<file path="src/design/rlis_pkg.sv">
// Shared types and constants for the run-length indexed store.
`timescale 1ns / 1ps
`default_nettype none
package rlis_pkg;

   localparam int RUN_SLOTS   = 64;
   localparam int LENGTH_BITS = 16;
   localparam int SLOT_BITS   = $clog2(RUN_SLOTS + 1);
   localparam int POS_BITS    = 16;
   localparam int CMP_BITS    = (LENGTH_BITS > POS_BITS) ? LENGTH_BITS : POS_BITS;

   localparam logic [LENGTH_BITS-1:0] LENGTH_MAX  = {LENGTH_BITS{1'b1}};
   localparam logic [7:0]             FAIL_SYMBOL = 8'd48;

   localparam logic [1:0] CMD_APPEND = 2'd0;
   localparam logic [1:0] CMD_READ   = 2'd1;
   localparam logic [1:0] CMD_REMOVE = 2'd2;

   localparam logic [1:0] ST_OK    = 2'd0;
   localparam logic [1:0] ST_RANGE = 2'd1;
   localparam logic [1:0] ST_FULL  = 2'd2;

   typedef enum logic {
      S_IDLE,
      S_WALK
   } state_type;

   typedef struct packed {
      logic [1:0]  command;
      logic [7:0]  symbol_in;
      logic [15:0] position;
   } req_type;

   typedef struct packed {
      logic [1:0]  status;
      logic [7:0]  symbol_out;
      logic [15:0] total_length;
      logic [6:0]  runs_in_use;
   } rsp_type;

   // Command token that walks the cell chain, one cell per cycle.
   typedef struct packed {
      logic                   valid;
      logic [1:0]             op;
      logic                   done;     // command has found its cell
      logic                   shift;    // later cells pull from their right neighbor
      logic                   changed;  // a run was opened or deleted
      logic [SLOT_BITS-1:0]   idx;      // runs left before the append slot
      logic [LENGTH_BITS-1:0] pos;      // position left to walk
      logic [7:0]             symbol;
   } token_type;

endpackage
`default_nettype wire

</file>
<file path="src/design/rlis_cell.sv">
// One run slot of the chain: holds a symbol and a count, acts on a passing token.
`timescale 1ns / 1ps
`default_nettype none
module rlis_cell (
   input  wire logic                            clock,
   input  wire logic                            reset,
   input  wire rlis_pkg::token_type             tok_in,
   output rlis_pkg::token_type                  tok_out,
   input  wire logic [7:0]                      nbr_symbol,
   input  wire logic [rlis_pkg::LENGTH_BITS-1:0] nbr_count,
   output logic [7:0]                           my_symbol,
   output logic [rlis_pkg::LENGTH_BITS-1:0]     my_count
);

   logic [7:0]                       sym_ff, sym_in;
   logic [rlis_pkg::LENGTH_BITS-1:0] cnt_ff, cnt_in;
   rlis_pkg::token_type              tok_ff, tok_in_next;

   always_comb begin
      sym_in      = sym_ff;
      cnt_in      = cnt_ff;
      tok_in_next = tok_in;
      if (tok_in.valid) begin
         case (tok_in.op) inside
            rlis_pkg::CMD_APPEND: begin
               if (!tok_in.done) begin
                  if (tok_in.idx == rlis_pkg::SLOT_BITS'(1) && tok_in.symbol == sym_ff) begin
                     cnt_in           = cnt_ff + rlis_pkg::LENGTH_BITS'(1);
                     tok_in_next.done = 1'b1;
                  end else if (tok_in.idx == '0) begin
                     sym_in              = tok_in.symbol;
                     cnt_in              = rlis_pkg::LENGTH_BITS'(1);
                     tok_in_next.done    = 1'b1;
                     tok_in_next.changed = 1'b1;
                  end
               end
               if (tok_in.idx != '0) begin
                  tok_in_next.idx = tok_in.idx - rlis_pkg::SLOT_BITS'(1);
               end
            end
            rlis_pkg::CMD_READ, rlis_pkg::CMD_REMOVE: begin
               if (tok_in.shift) begin
                  // close the gap left by a deleted run
                  sym_in = nbr_symbol;
                  cnt_in = nbr_count;
               end else if (!tok_in.done) begin
                  if (tok_in.pos < cnt_ff) begin
                     tok_in_next.done   = 1'b1;
                     tok_in_next.symbol = sym_ff;
                     if (tok_in.op == rlis_pkg::CMD_REMOVE) begin
                        if (cnt_ff == rlis_pkg::LENGTH_BITS'(1)) begin
                           sym_in              = nbr_symbol;
                           cnt_in              = nbr_count;
                           tok_in_next.shift   = 1'b1;
                           tok_in_next.changed = 1'b1;
                        end else begin
                           cnt_in = cnt_ff - rlis_pkg::LENGTH_BITS'(1);
                        end
                     end
                  end else begin
                     tok_in_next.pos = tok_in.pos - cnt_ff;
                  end
               end
            end
            default: begin
            end
         endcase
      end
   end

   always_ff @(posedge clock) begin
      sym_ff <= sym_in;
      cnt_ff <= cnt_in;
      if (reset) begin
         tok_ff <= '0;
      end else begin
         tok_ff <= tok_in_next;
      end
   end

   assign tok_out   = tok_ff;
   assign my_symbol = sym_ff;
   assign my_count  = cnt_ff;

endmodule
`default_nettype wire

</file>
<file path="config.mk">
export PLATFORM = sky130hd
export DESIGN_NAME = rlis_cell
export DESIGN_NICKNAME = d
export VERILOG_FILES = /design/src/design/rlis_pkg.sv /design/src/design/rlis_cell.sv
export SDC_FILE = /design/constraint.sdc
export NUM_CORES = 1
export LEC_CHECK = 0
export ABC_AREA = 1
export BUFFER_PORTS_ARGS = -buffer_cell sky130_fd_sc_hd__buf_2
export CAP_MARGIN = 20
export CORE_UTILIZATION = 45
export DETAILED_ROUTE_END_ITERATION = 12
export HOLD_SLACK_MARGIN = 0.03
export PLACE_DENSITY = 0.82
export SLEW_MARGIN = 10
export SYNTH_ARGS = -nofsm -noshare
export SYNTH_HDL_FRONTEND = slang
export SYNTH_SLANG_ARGS = --single-unit
export TNS_END_PERCENT = 50
</file>
<file path="constraint.sdc">
create_clock -name clock -period 8.35 [get_ports clock]
set_input_delay 0 -clock clock [delete_from_list [all_inputs] [get_ports clock]]
set_output_delay 0 -clock clock [all_outputs]
set_load 0.01 [all_outputs]
</file>
# --- Word level (Yosys, flattened, before mapping) ---
# Index checks and enable logic that the tools add are counted.
word_totals:
  ff_bits: 61
  input_bits: 63
  word_cells: 82
classes:
  n_addsub: 4
  magnitude_cmp: 1
  n_eq_ne: 10
  n_mux: 46
  reduce_logical: 11
op_table:
  columns: ["operator", "count"]
  rows:
  - ["$mux 16", 11]
  - ["$mux 24", 4]
  - ["$mux 8", 11]
  - ["$mux 34", 1]
  - ["$add 16x1->16 const B", 1]
  - ["$eq 16x1->1 const B", 1]
  - ["$lt 16x16->1", 1]
  - ["$sub 16x1->16 const B", 1]
  - ["$sub 16x16->16", 1]
  - ["$mux 7", 2]
  - ["$mux 1", 12]
  - ["$mux 3", 3]
  - ["$reduce_and 9->1", 1]
  - ["$reduce_bool 3->1", 3]
  - ["$eq 8x8->1", 1]
  - ["$eq 7x1->1 const B", 1]
  - ["$logic_not 7->1", 1]
  - ["$reduce_and 7->1", 1]
  - ["$reduce_bool 7->1", 1]
  - ["$sub 7x1->7 const B", 1]
  - ["$mux 2", 2]
  - ["$ne 2x2->1 const B", 2]
  - ["$ne 3x1->1 const B", 1]
  - ["$ne 3x3->1 const B", 1]
  - ["7 further kinds", 7]

# --- Logic depth before layout (Yosys ltp) ---
# Gate-level depths: netlist of run 1.
depth:
  word_depth: 9
  mapped_depth: 16
  ltp_nobuf: 15

# --- Worst setup path before layout of run 1 ---
# Ideal clock, no wire load.
synth_timing:
  kind: "reg-to-reg"
  start: "register cnt_ff, in the netlist my_count[9]"
  end: "register cnt_ff, in the netlist my_count[0], enable pin"
  setup_ns: 0.388
  arrival_time_ns: 2.324
  t_required_ns: 7.962
  setup_slack_ns: 5.637
  stages_incl_launch_ff: 13
  period_less_slack_ns: 2.713
  path_cell_list: "edfxtp_1 -> buf_2 -> inv_1 -> ha_1 -> nand2_1 -> nand2_1 -> nand2_1 -> nand2_2 -> a21oi_4 -> nand2_4 -> inv_2 -> nor3_1 -> nor2_1"
synth_via:
  elab_chain_cells: 3
synth_lines:
  columns: ["element", "line_no", "source"]
  rows:
  - ["from (decl)", "rlis_cell.sv:16", "logic [rlis_pkg::LENGTH_BITS-1:0] cnt_ff, cnt_in;"]
  - ["from (signal assigned)", "rlis_cell.sv:73", "cnt_ff <= cnt_in;"]
  - ["$lt 16x16->1", "rlis_cell.sv:47", "if (tok_in.pos < cnt_ff) begin"]
  - ["$reduce_bool 3->1 (no source line)", null, null]
  - ["$reduce_and 7->1 (no source line)", null, null]
# No other way between the ends.
# A chain may end at the register's enable or synchronous reset.

# --- Final worst setup path of run 1 ---
layout_timing:
  start: "input tok_in[34] (netlist bit)"
  end: "register sym_ff[7], in the netlist my_symbol[7], enable pin"
layout_via:
  elab_chain_cells: 4
  elab_cells_between_ends: 13
  classes_between: "eq/ne: 6; reduce/logical: 7"
layout_lines:
  columns: ["element", "line_no", "source"]
  rows:
  - ["from (decl)", "rlis_cell.sv:7", "input wire rlis_pkg::token_type tok_in,"]
  - ["$eq 2x1->1 (no source line) / $eq 2x2->1 (equally long branches)", null, null]
  - ["$reduce_or 2->1", "rlis_cell.sv:24", "case (tok_in.op) inside"]
  - ["$ne 3x3->1 (no source line) / $reduce_bool 2->1 (equally long branches)", null, null]
  - ["$reduce_and 9->1 (no source line) (*)", null, null]
  - ["to (signal assigned)", "rlis_cell.sv:72", "sym_ff <= sym_in;"]
  - ["to (decl)", "rlis_cell.sv:15", "logic [7:0] sym_ff, sym_in;"]
# Every way passes the cells marked *; elsewhere a longest branch is shown, timed or not.

==> results of run 1 <==
per-layer routing:
metal,up-vias,track usage,share of wire
met4,0,0.107,0.031
met2,232,0.408,0.45
met3,49,0.0515,0.077
li1,2490,-,-
met5,-,0,0
met1,2264,0.342,0.44
how the worst min path moves through the flow:
stage,start,cells after the start,slack (ps),endpoint
after global routing,nbr_count[6],3,40,my_count[6]$_DFFE_PP_
final,nbr_count[6],3,50,my_count[6]$_DFFE_PP_
after detailed placement,tok_in[31],3,210,tok_out[31]$_SDFF_PP0_
after global placement,tok_in[31],3,200,tok_out[31]$_SDFF_PP0_
after floorplan,reset,1,70,tok_out[26]$_SDFF_PP0_
after CTS,nbr_count[6],3,40,my_count[6]$_DFFE_PP_
cell type report:
class,count,area (µm²)
repair buffers,181,1190
multi-input cells,502,2700
clock buffers,10,149
flip-flops and latches,61,1460
clock inverters,6,60.1
well taps,133,166
fillers,887,3780
inverters,79,304
sequential cells by signal (all words and copies together), names as in the netlist:
name	cells
my_count	16
tok_out	37
my_symbol	8
cells in the final DEF (no fill, tap or decap), types with 3 or more instances in the layout:
master / netlist / layout
clkbuf_8: 0 / 9
o21ai_0: 39 / 39
dlygate4sd3_1: 0 / 57
nand2_4: 4 / 4
o21ai_1: 19 / 19
xor2_1: 27 / 27
a21oi_2: 4 / 4
inv_2: 8 / 8
nand4_1: 7 / 7
dfxtp_1: 37 / 37
buf_2: 7 / 123
xnor2_1: 3 / 3
inv_1: 68 / 68
nor3_1: 12 / 12
nor2_4: 3 / 3
nand2_2: 11 / 11
ha_1: 24 / 24
o211ai_2: 5 / 5
nand3_1: 42 / 42
a21oi_1: 26 / 26
nor2_1: 103 / 103
nand2_1: 145 / 145
nor2_2: 8 / 8
edfxtp_1: 24 / 24
inv_4: 3 / 3
cells in the mapped netlist, types with 4 or more instances:
cell type    n  area share
nor3_1      12       0.013
a21oi_2      4      0.0076
nand2_2     11       0.015
edfxtp_1    24        0.16
ha_1        24       0.065
o21ai_1     19       0.021
nand2_4      4      0.0098
a21oi_1     26       0.028
nor2_1     103       0.084
o21ai_0     39       0.042
xor2_1      27       0.051
buf_6        8       0.020
nand3_1     42       0.046
inv_1       68       0.055
o211ai_2     5       0.014
nand2_1    145        0.12
dfxtp_1     37        0.16
inv_2        8      0.0065
nand4_1      7      0.0095
nor2_2       8       0.011
buf_2        7      0.0076
power groups by stage:
stage / logic [mW] / clock network (mW) / registers (mW)
5_1_grt: 0.229 / 0.299 / 0.342
3_3_place_gp: 0.178 / 0 / 0.345
2_1_floorplan: 0.116 / 0 / 0.351
4_1_cts: 0.201 / 0.286 / 0.339
3_5_place_dp: 0.180 / 0 / 0.346
6_report: 0.205 / 0.283 / 0.340
cells by family (layout without fill, tap and decap cells):
kind of cell	after synthesis	count (layout)
buf+inv	96	276
xor+xnor	30	30
fa+ha+maj	25	25
compound gates	104	104
flops	61	61
simple gates	343	343
worst max-delay path, stage by stage:
cell and delay [ps]:
dlygate4sd3_1 540, buf_2 130, inv_1 110, ha_1 620, inv_1 620, nor2_1 280, o221ai_1 150, nor3_1 910
==> results.toml, run 1 <==
[floorplanning]
core_um2 = 9820
die_w_um = 103
rows = 36
initial_core_util = 0.468
die_y_um = 103
dieArea_um2 = 10600
io_pins = 124

[layout]
syn_to_final_growth_pct = 31.2
final_core_util = 0.615
drive_above_1_share = 0.229
stdcell_area_um2 = 6040
fin_cells = 972
num_antenna_cells = 0
nNetsFinal = 922

[yosys]
synth_fa_ha_area_frac = 0.0696
synth_nets = 747
avgSynthCellArea_um2 = 6.98
ys.flop_type = "dfxtp_1"
synth_edf_count = 24
syn_inst = 659
synth.ff_latch_count = 61
synthArstFlopShare = 0
synth_top_family_by_area = "simple AND/OR/NAND/NOR gates"
yosys.area_share.simple = 0.328
synthXorXnorAreaFrac = 0.0571
muxShareOfSynthArea = 0
yosysWarnings = 0
yosysSeqAreaShare = 0.318
synth_area_um2 = 4600
synth_compound_area_frac = 0.132
synth_cell_type_count = 41

[worst_hold_path]
hold_class = "primary input to flip-flop"

[setup_path]
crit_required_ps = 8320
cp-startpoint = "tok_in[34]"
rr_worst_depth = 11
r2r-end = "my_symbol[7]$_DFFE_PP_"
rr_startpoint = "my_count[6]$_DFFE_PP_"
crit_arrival_ps = 3380
setup.worst_path.start_class = "primary input"
path_class = "primary input to flip-flop"
crit_path_max_fanout = 29
r2r_setup_slack_ps = 5350
endpoint = "my_symbol[7]$_DFFE_PP_"
end_kind = "flip-flop"

[job]
cap_violations = 0

[clock_network]
clk_pin_slew_ps = 70
cts_buffers = 9
postCtsHoldBufs = 57
cts_tree = "yes"
cts_resized = 0
post-cts-setup-buffers = 0
cts_root_buffer = "clkbuf_8"
cts_buffer_depth = 2
clock_sinks = 61
cts_max_level = 3
clk_latency_ps = 350

[detailed_routing]
via_per_inst = 5.18
drt_iter0_drc = 314
routed_wl_um = 13300
vias = 5035
drc = 0
drt.antenna.violating_nets = 0
drt_first_pass_iters = 7
avgRoutedWirePerCell_um = 13.7

[place]
place_hpwl_um = 9640
placed_cells = 899
place_congestion = 0.966
placed_area_um2 = 5260
io_buffers = 123
post-place-ws_ps = 5260

[sta]
relSlewSlack = 0.275
rsz0062_at_grt = "no"
worst_slew_pin_slew_ps = 1080
hold_ws_ps = 45.5
period_needed_ps = 3400
setup_slack_ps = 4950
skew_ps = 8.26
drv_slew = 0
period_share = 0.408
setup_violations = 0
max_freq_ghz = 0.294
finalHoldViolCount = 0
tns_ps = 0

[pwr]
power_frac_seq = 0.411
p_switching_uw = 258
p_sw_frac = 0.312
vdd_drop_max_mv = 0.0779
p_leak_nw = 2.98
internal-power_uw = 569
p_total_uw = 827
p_per_area_nw_per_um2 = 137
combPwrFrac = 0.248
pwr-share-clk = 0.342

[global_routing]
grt_pass1_wl_um = 21100
grt_pass1_vias = 4578
antenna_found_initial = 0
gr-total-overflow = 0
grt_usage = 0.257
grt_max_degree = 31

[outcome]
outcome = "finished clean"
No activity file was read; power rests on OpenSTA's default activity.
==> inputs of run 2 (changes only) <==
Settings changed: PLACE_DENSITY 0.82 to 0.85.
Clock period 8.35 ns to 2.8 ns, I/O delays scaled along.
==> run 2 against run 1 <==
Compared with the run above:
- critical path depth grew 7
- sequential share of layout area shrank 1.4 points
- routed wire length grew 8.8%
- non-clock buffer count grew 48
- power grew to 3.2 times the previous value
- die area is the same
- clock skew grew 6.1 ps
- clock power grew to 3.5 times the previous value
- cell area grew 6.3%
- critical path type is now flip-flop to flip-flop
==> results.toml, run 2 (synthesis gave the netlist of run 1 again) <==
[setup_path]
crit_arrival_ps = 2740
crit_path_max_fanout = 3
path_class = "flip-flop to flip-flop"
r2r_setup_slack_ps = 290
setup.worst_path.start_class = "flip-flop"
crit_required_ps = 3040
end_kind = "flip-flop"
rr_startpoint = "my_count[0]$_DFFE_PP_"
rr_worst_depth = 15
r2r-end = "tok_out[31]$_SDFF_PP0_"

[pwr]
combPwrFrac = 0.264
p_leak_nw = 3.23
vdd_drop_max_mv = 0.253
power_frac_seq = 0.371
p_sw_frac = 0.290
p_per_area_nw_per_um2 = 419
p_switching_uw = 780
pwr-share-clk = 0.365
internal-power_mw = 1.91

[floorplanning]
initial_core_util = 0.468
die_y_um = 103
rows = 36
io_pins = 124
die_w_um = 103
core_um2 = 9820
dieArea_um2 = 10600

[detailed_routing]
drc = 0
drt.antenna.violating_nets = 0
via_per_inst = 5.21
vias = 5319
routed_wl_um = 14500
avgRoutedWirePerCell_um = 14.2
drt_first_pass_iters = 5
drt_iter0_drc = 396

[clock_network]
clk_latency_ps = 350
cts_resized = 0
cts_buffers = 9
cts_max_level = 3
postCtsHoldBufs = 53
clock_sinks = 61
clk_pin_slew_ps = 80
cts_buffer_depth = 2
cts_root_buffer = "clkbuf_8"
post-cts-setup-buffers = 0
cts_tree = "yes"

[sta]
tns_ps = 0
period_needed_ps = 2510
setup_violations = 0
hold_ws_ps = 29.3
worst_slew_pin_slew_ps = 914
drv_slew = 0
rsz0062_at_grt = "no"
period_share = 0.895
max_freq_ghz = 0.399
finalHoldViolCount = 0
skew_ps = 14.3
relSlewSlack = 0.390

[global_routing]
gr-usage-met1 = 0.353
grt_pass1_wl_um = 22600
use_met3 = 0.0590
grt_usage = 0.277
gr-total-overflow = 0
grt_pass1_vias = 4903
top_usage_layer = "met2"
grtUsageMet2 = 0.457
antenna_found_initial = 0
grt_max_degree = 31

[outcome]
outcome = "finished clean"

[layout]
drive_above_1_share = 0.274
layout_common_cells = "145 x nand2_1, 124 x buf_2, 103 x nor2_1"
stdcell_area_um2 = 6410
nNetsFinal = 970
final_core_util = 0.653
final_common_cell = "nand2_1"
syn_to_final_growth_pct = 39.5
num_antenna_cells = 0
largest_reg_flops = 37

[worst_hold_path]
min_to = "my_count[1]$_DFFE_PP_"
hold_class = "primary input to flip-flop"
holdPathStages = 3
hp-start = "nbr_count[1]"

[place]
place_hpwl_um = 10400
io_buffers = 123
placed_area_um2 = 5640
place_congestion = 0.980

[job]
cap_violations = 0
## run 2: critical path: stages (launching register included)
cell	delay (ps)
edfxtp_1	410
ha_1	230
fa_1	410
inv_1	70
nand3_1	70
nand2_2	110
nand2_2	50
nand2_2	90
nand2_2	80
nand3_1	70
nor2_1	40
nand2_1	60
nand2_1	60
nand2_1	60
nand2_1	40
dlygate4sd3_1	540
## run 2: layout make-up
cell class	instances	area, µm²
well taps	133	166
inverters	79	304
repair buffers	229	1540
fillers	841	3400
clock buffers	12	145
flip-flops and latches	61	1460
multi-input cells	502	2700
clock inverters	4	95.1
## run 2: worst max path at each step
stage                            from                      to  depth (start not counted)
2_1_floorplan   my_count[9]$_DFFE_PP_   my_count[0]$_DFFE_PP_                         12
3_3_place_gp   my_count[11]$_DFFE_PP_  my_symbol[0]$_DFFE_PP_                         11
3_5_place_dp    my_count[7]$_DFFE_PP_  my_symbol[0]$_DFFE_PP_                         11
4_1_cts        my_count[11]$_DFFE_PP_  my_symbol[0]$_DFFE_PP_                         11
5_1_grt         my_count[0]$_DFFE_PP_  tok_out[31]$_SDFF_PP0_                         15
6_report        my_count[0]$_DFFE_PP_  tok_out[31]$_SDFF_PP0_                         15
## run 2: metal layers
metal / share of wire / wire (µm)
met1: 0.42 / 6080
met2: 0.47 / 6770
met3: 0.087 / 1260
met4: 0.025 / 369
met5: 0 / 0
## run 2: stage by stage
stage | setup slack [ps] | total power [mW] | instances
after floorplan | 87.4 | 1.39 | 659
after CTS | 124 | 2.66 | 1019
after global placement | 234 | 1.63 | 950
final | 294 | 2.69 | 1020
after global routing | 175 | 2.80 | 1020
after detailed placement | 161 | 1.64 | 950
## run 2: power by group through the flow
stage,Clock (mW),Combinational [mW],Sequential [mW]
2_1_floorplan,0,0.347,1.05
3_3_place_gp,0,0.616,1.01
3_5_place_dp,0,0.629,1.01
4_1_cts,0.976,0.691,0.995
5_1_grt,1.02,0.780,1.00
6_report,0.980,0.709,0.996
==> inputs of run 3 (changes only) <==
==> constraint.sdc (replaced) <==
create_clock -name clock -period 2.8 [get_ports clock]
set_input_delay 0.14 -clock clock [delete_from_list [all_inputs] [get_ports clock]]
set_output_delay 0.14 -clock clock [all_outputs]
set_load 0.01 [all_outputs]
==> run 3 against run 2 <==
Compared with the run above:
- global-route usage fell by 1.8 points
- sequential cell count did not move
- first-iteration DRC count fell by 6.8%
- fmax rose by 1.5%
- clock-buffer cell count fell by 3
- critical path depth fell by 3
- core utilization fell by 5.8 points
- largest power group unchanged
==> results.toml, run 3 (synthesis gave the netlist of run 1 again) <==
[outcome]
outcome = "finished clean"

[clock_network]
cts_resized = 0
postCtsHoldBufs = 3
cts_buffers = 9
cts_root_buffer = "clkbuf_8"
cts_buffer_depth = 2
clk_latency_ps = 350
cts_tree = "yes"
post-cts-setup-buffers = 0
clk_pin_slew_ps = 70
cts_max_level = 3
clock_sinks = 61

[global_routing]
grt_pass1_wl_um = 21100
gr-total-overflow = 0
grt_max_degree = 31
grt_usage = 0.259
grt_pass1_vias = 4597
antenna_found_initial = 0

[setup_path]
critical_path.slowest_cell = "nor3_1"
path_cells = "inv_1 > ha_1 > nand2_1 > inv_1 > nand2_1 > nand2_1 > a21oi_4 > nand2_4 > inv_2 > nor3_1 > nor3_1 > clkbuf_2"
cp_slowest_stage_delay_ps = 430
cp_top_family = "simple AND/OR/NAND/NOR gates"
r2r-end = "my_symbol[6]$_DFFE_PP_"
crit_path_max_fanout = 5
rr_worst_depth = 12
rr_startpoint = "my_count[15]$_DFFE_PP_"
crit_top_cell = "nand2_1"
setup.worst_path.start_class = "flip-flop"
crit_required_ps = 2860
end_kind = "flip-flop"
critPathBufInv = 4
path_class = "flip-flop to flip-flop"
crit_arrival_ps = 2530
r2r_setup_slack_ps = 330

[layout]
largest_reg_flops = 37
seqCellArea_um2 = 1460
nNetsFinal = 920
final_common_cell = "nand2_1"
fin_cells = 970
fill_cells = 950
multiInputGateArea_um2 = 2700
num_antenna_cells = 0
layout_common_cells = "145 x nand2_1, 123 x buf_2, 103 x nor2_1"
drive_above_1_share = 0.292
syn_to_final_growth_pct = 27.0

[place]
place_congestion = 0.975
place_hpwl_um = 10500
io_buffers = 123
placed_cells = 950

[sta]
setup_violations = 0
finalHoldViolCount = 0
rsz0062_at_grt = "no"
period_needed_ps = 2470
relSlewSlack = 0.421
tns_ps = 0
drv_slew = 0
skew_ps = 7.71
period_share = 0.882
worst_slew_pin_slew_ps = 867
max_freq_ghz = 0.405

[worst_hold_path]
hold_class = "primary input to flip-flop"
holdPathStages = 3
min_to = "tok_out[12]$_SDFF_PP0_"
hp-start = "tok_in[12]"

[floorplanning]
core_um2 = 9820
io_pins = 124
rows = 36
die_y_um = 103
dieArea_um2 = 10600
die_w_um = 103
initial_core_util = 0.468

[detailed_routing]
via_per_inst = 5.15
avgRoutedWirePerCell_um = 13.6
drc = 0
routed_wl_um = 13200
drt_first_pass_iters = 5
drt_iter0_drc = 369
drt.antenna.violating_nets = 0
vias = 4996

[job]
cap_violations = 0

[pwr]
p_per_area_nw_per_um2 = 397
vdd_drop_max_mv = 0.170
p_leak_nw = 2.98
p_total_mw = 2.32
==> run 3: changes by cell type in the layout (fill, tap and decap cells not counted), sizes merged <==
cell	before	now
bufinv	3	0
dlygate4sd3	53	3
clkinv	1	5
clkinvlp	0	2
clkbuf	12	10
buf	176	175
==> run 3: how the worst max path moves through the flow <==
stage | start | to | slack (ps) | cells after the start
6_report | my_count[15]$_DFFE_PP_ | my_symbol[6]$_DFFE_PP_ | 330 | 12
5_1_grt | my_count[15]$_DFFE_PP_ | my_symbol[6]$_DFFE_PP_ | 130 | 12
4_1_cts | my_count[15]$_DFFE_PP_ | my_symbol[6]$_DFFE_PP_ | 60 | 11
3_5_place_dp | my_count[15]$_DFFE_PP_ | my_symbol[5]$_DFFE_PP_ | 70 | 11
3_3_place_gp | my_count[3]$_DFFE_PP_ | my_symbol[0]$_DFFE_PP_ | 240 | 11
2_1_floorplan | my_count[9]$_DFFE_PP_ | my_count[0]$_DFFE_PP_ | 90 | 12
==> run 3: layer usage <==
metal | wire length (µm) | track usage | up-vias
li1 | - | - | 2482
met1 | 5740 | 0.350 | 2226
met2 | 5850 | 0.405 | 254
met3 | 1260 | 0.0414 | 34
met4 | 301 | 0.122 | 0
met5 | 0 | 0 | -
==> run 3: area by class of cell <==
cell class	count	share of cell area
tap	133	0.0285
inverter	79	0.0521
clock buffer	9	0.0212
multi-input combinational	502	0.463
timing repair buffer	179	0.178
sequential	61	0.250
clock inverter	7	0.00728
==> run 3: through the flow <==
step | utilization | hold slack [ps] | cell area [µm²] | worst slack (ps)
2_1_floorplan | - | 209 | 4600 | 87.4
3_3_place_gp | 0.574 | 339 | 5640 | 239
3_5_place_dp | 0.574 | 342 | 5640 | 68.8
4_1_cts | 0.594 | 33.5 | 5840 | 60.2
5_1_grt | 0.595 | 42.3 | 5840 | 126
6_report | 0.595 | 40.9 | 5840 | 330
==> run 3: power breakdown <==
part / switching (mW) / internal (mW) / total (mW) / leakage [nW]
sequential: 0.0178 / 0.977 / 0.995 / 0.530
clock: 0.367 / 0.313 / 0.680 / 0.0824
combinational: 0.378 / 0.267 / 0.645 / 2.36
total: 0.762 / 1.56 / 2.32 / 2.98
==> run 3: worst register-to-register path, cell delays in order, from the launching register on <==
cell	delay, ps
edfxtp_1	380
inv_1	90
ha_1	280
nand2_1	140
inv_1	60
nand2_1	80
nand2_1	80
a21oi_4	160
nand2_4	80
inv_2	60
nor3_1	50
nor3_1	430
clkbuf_2	280
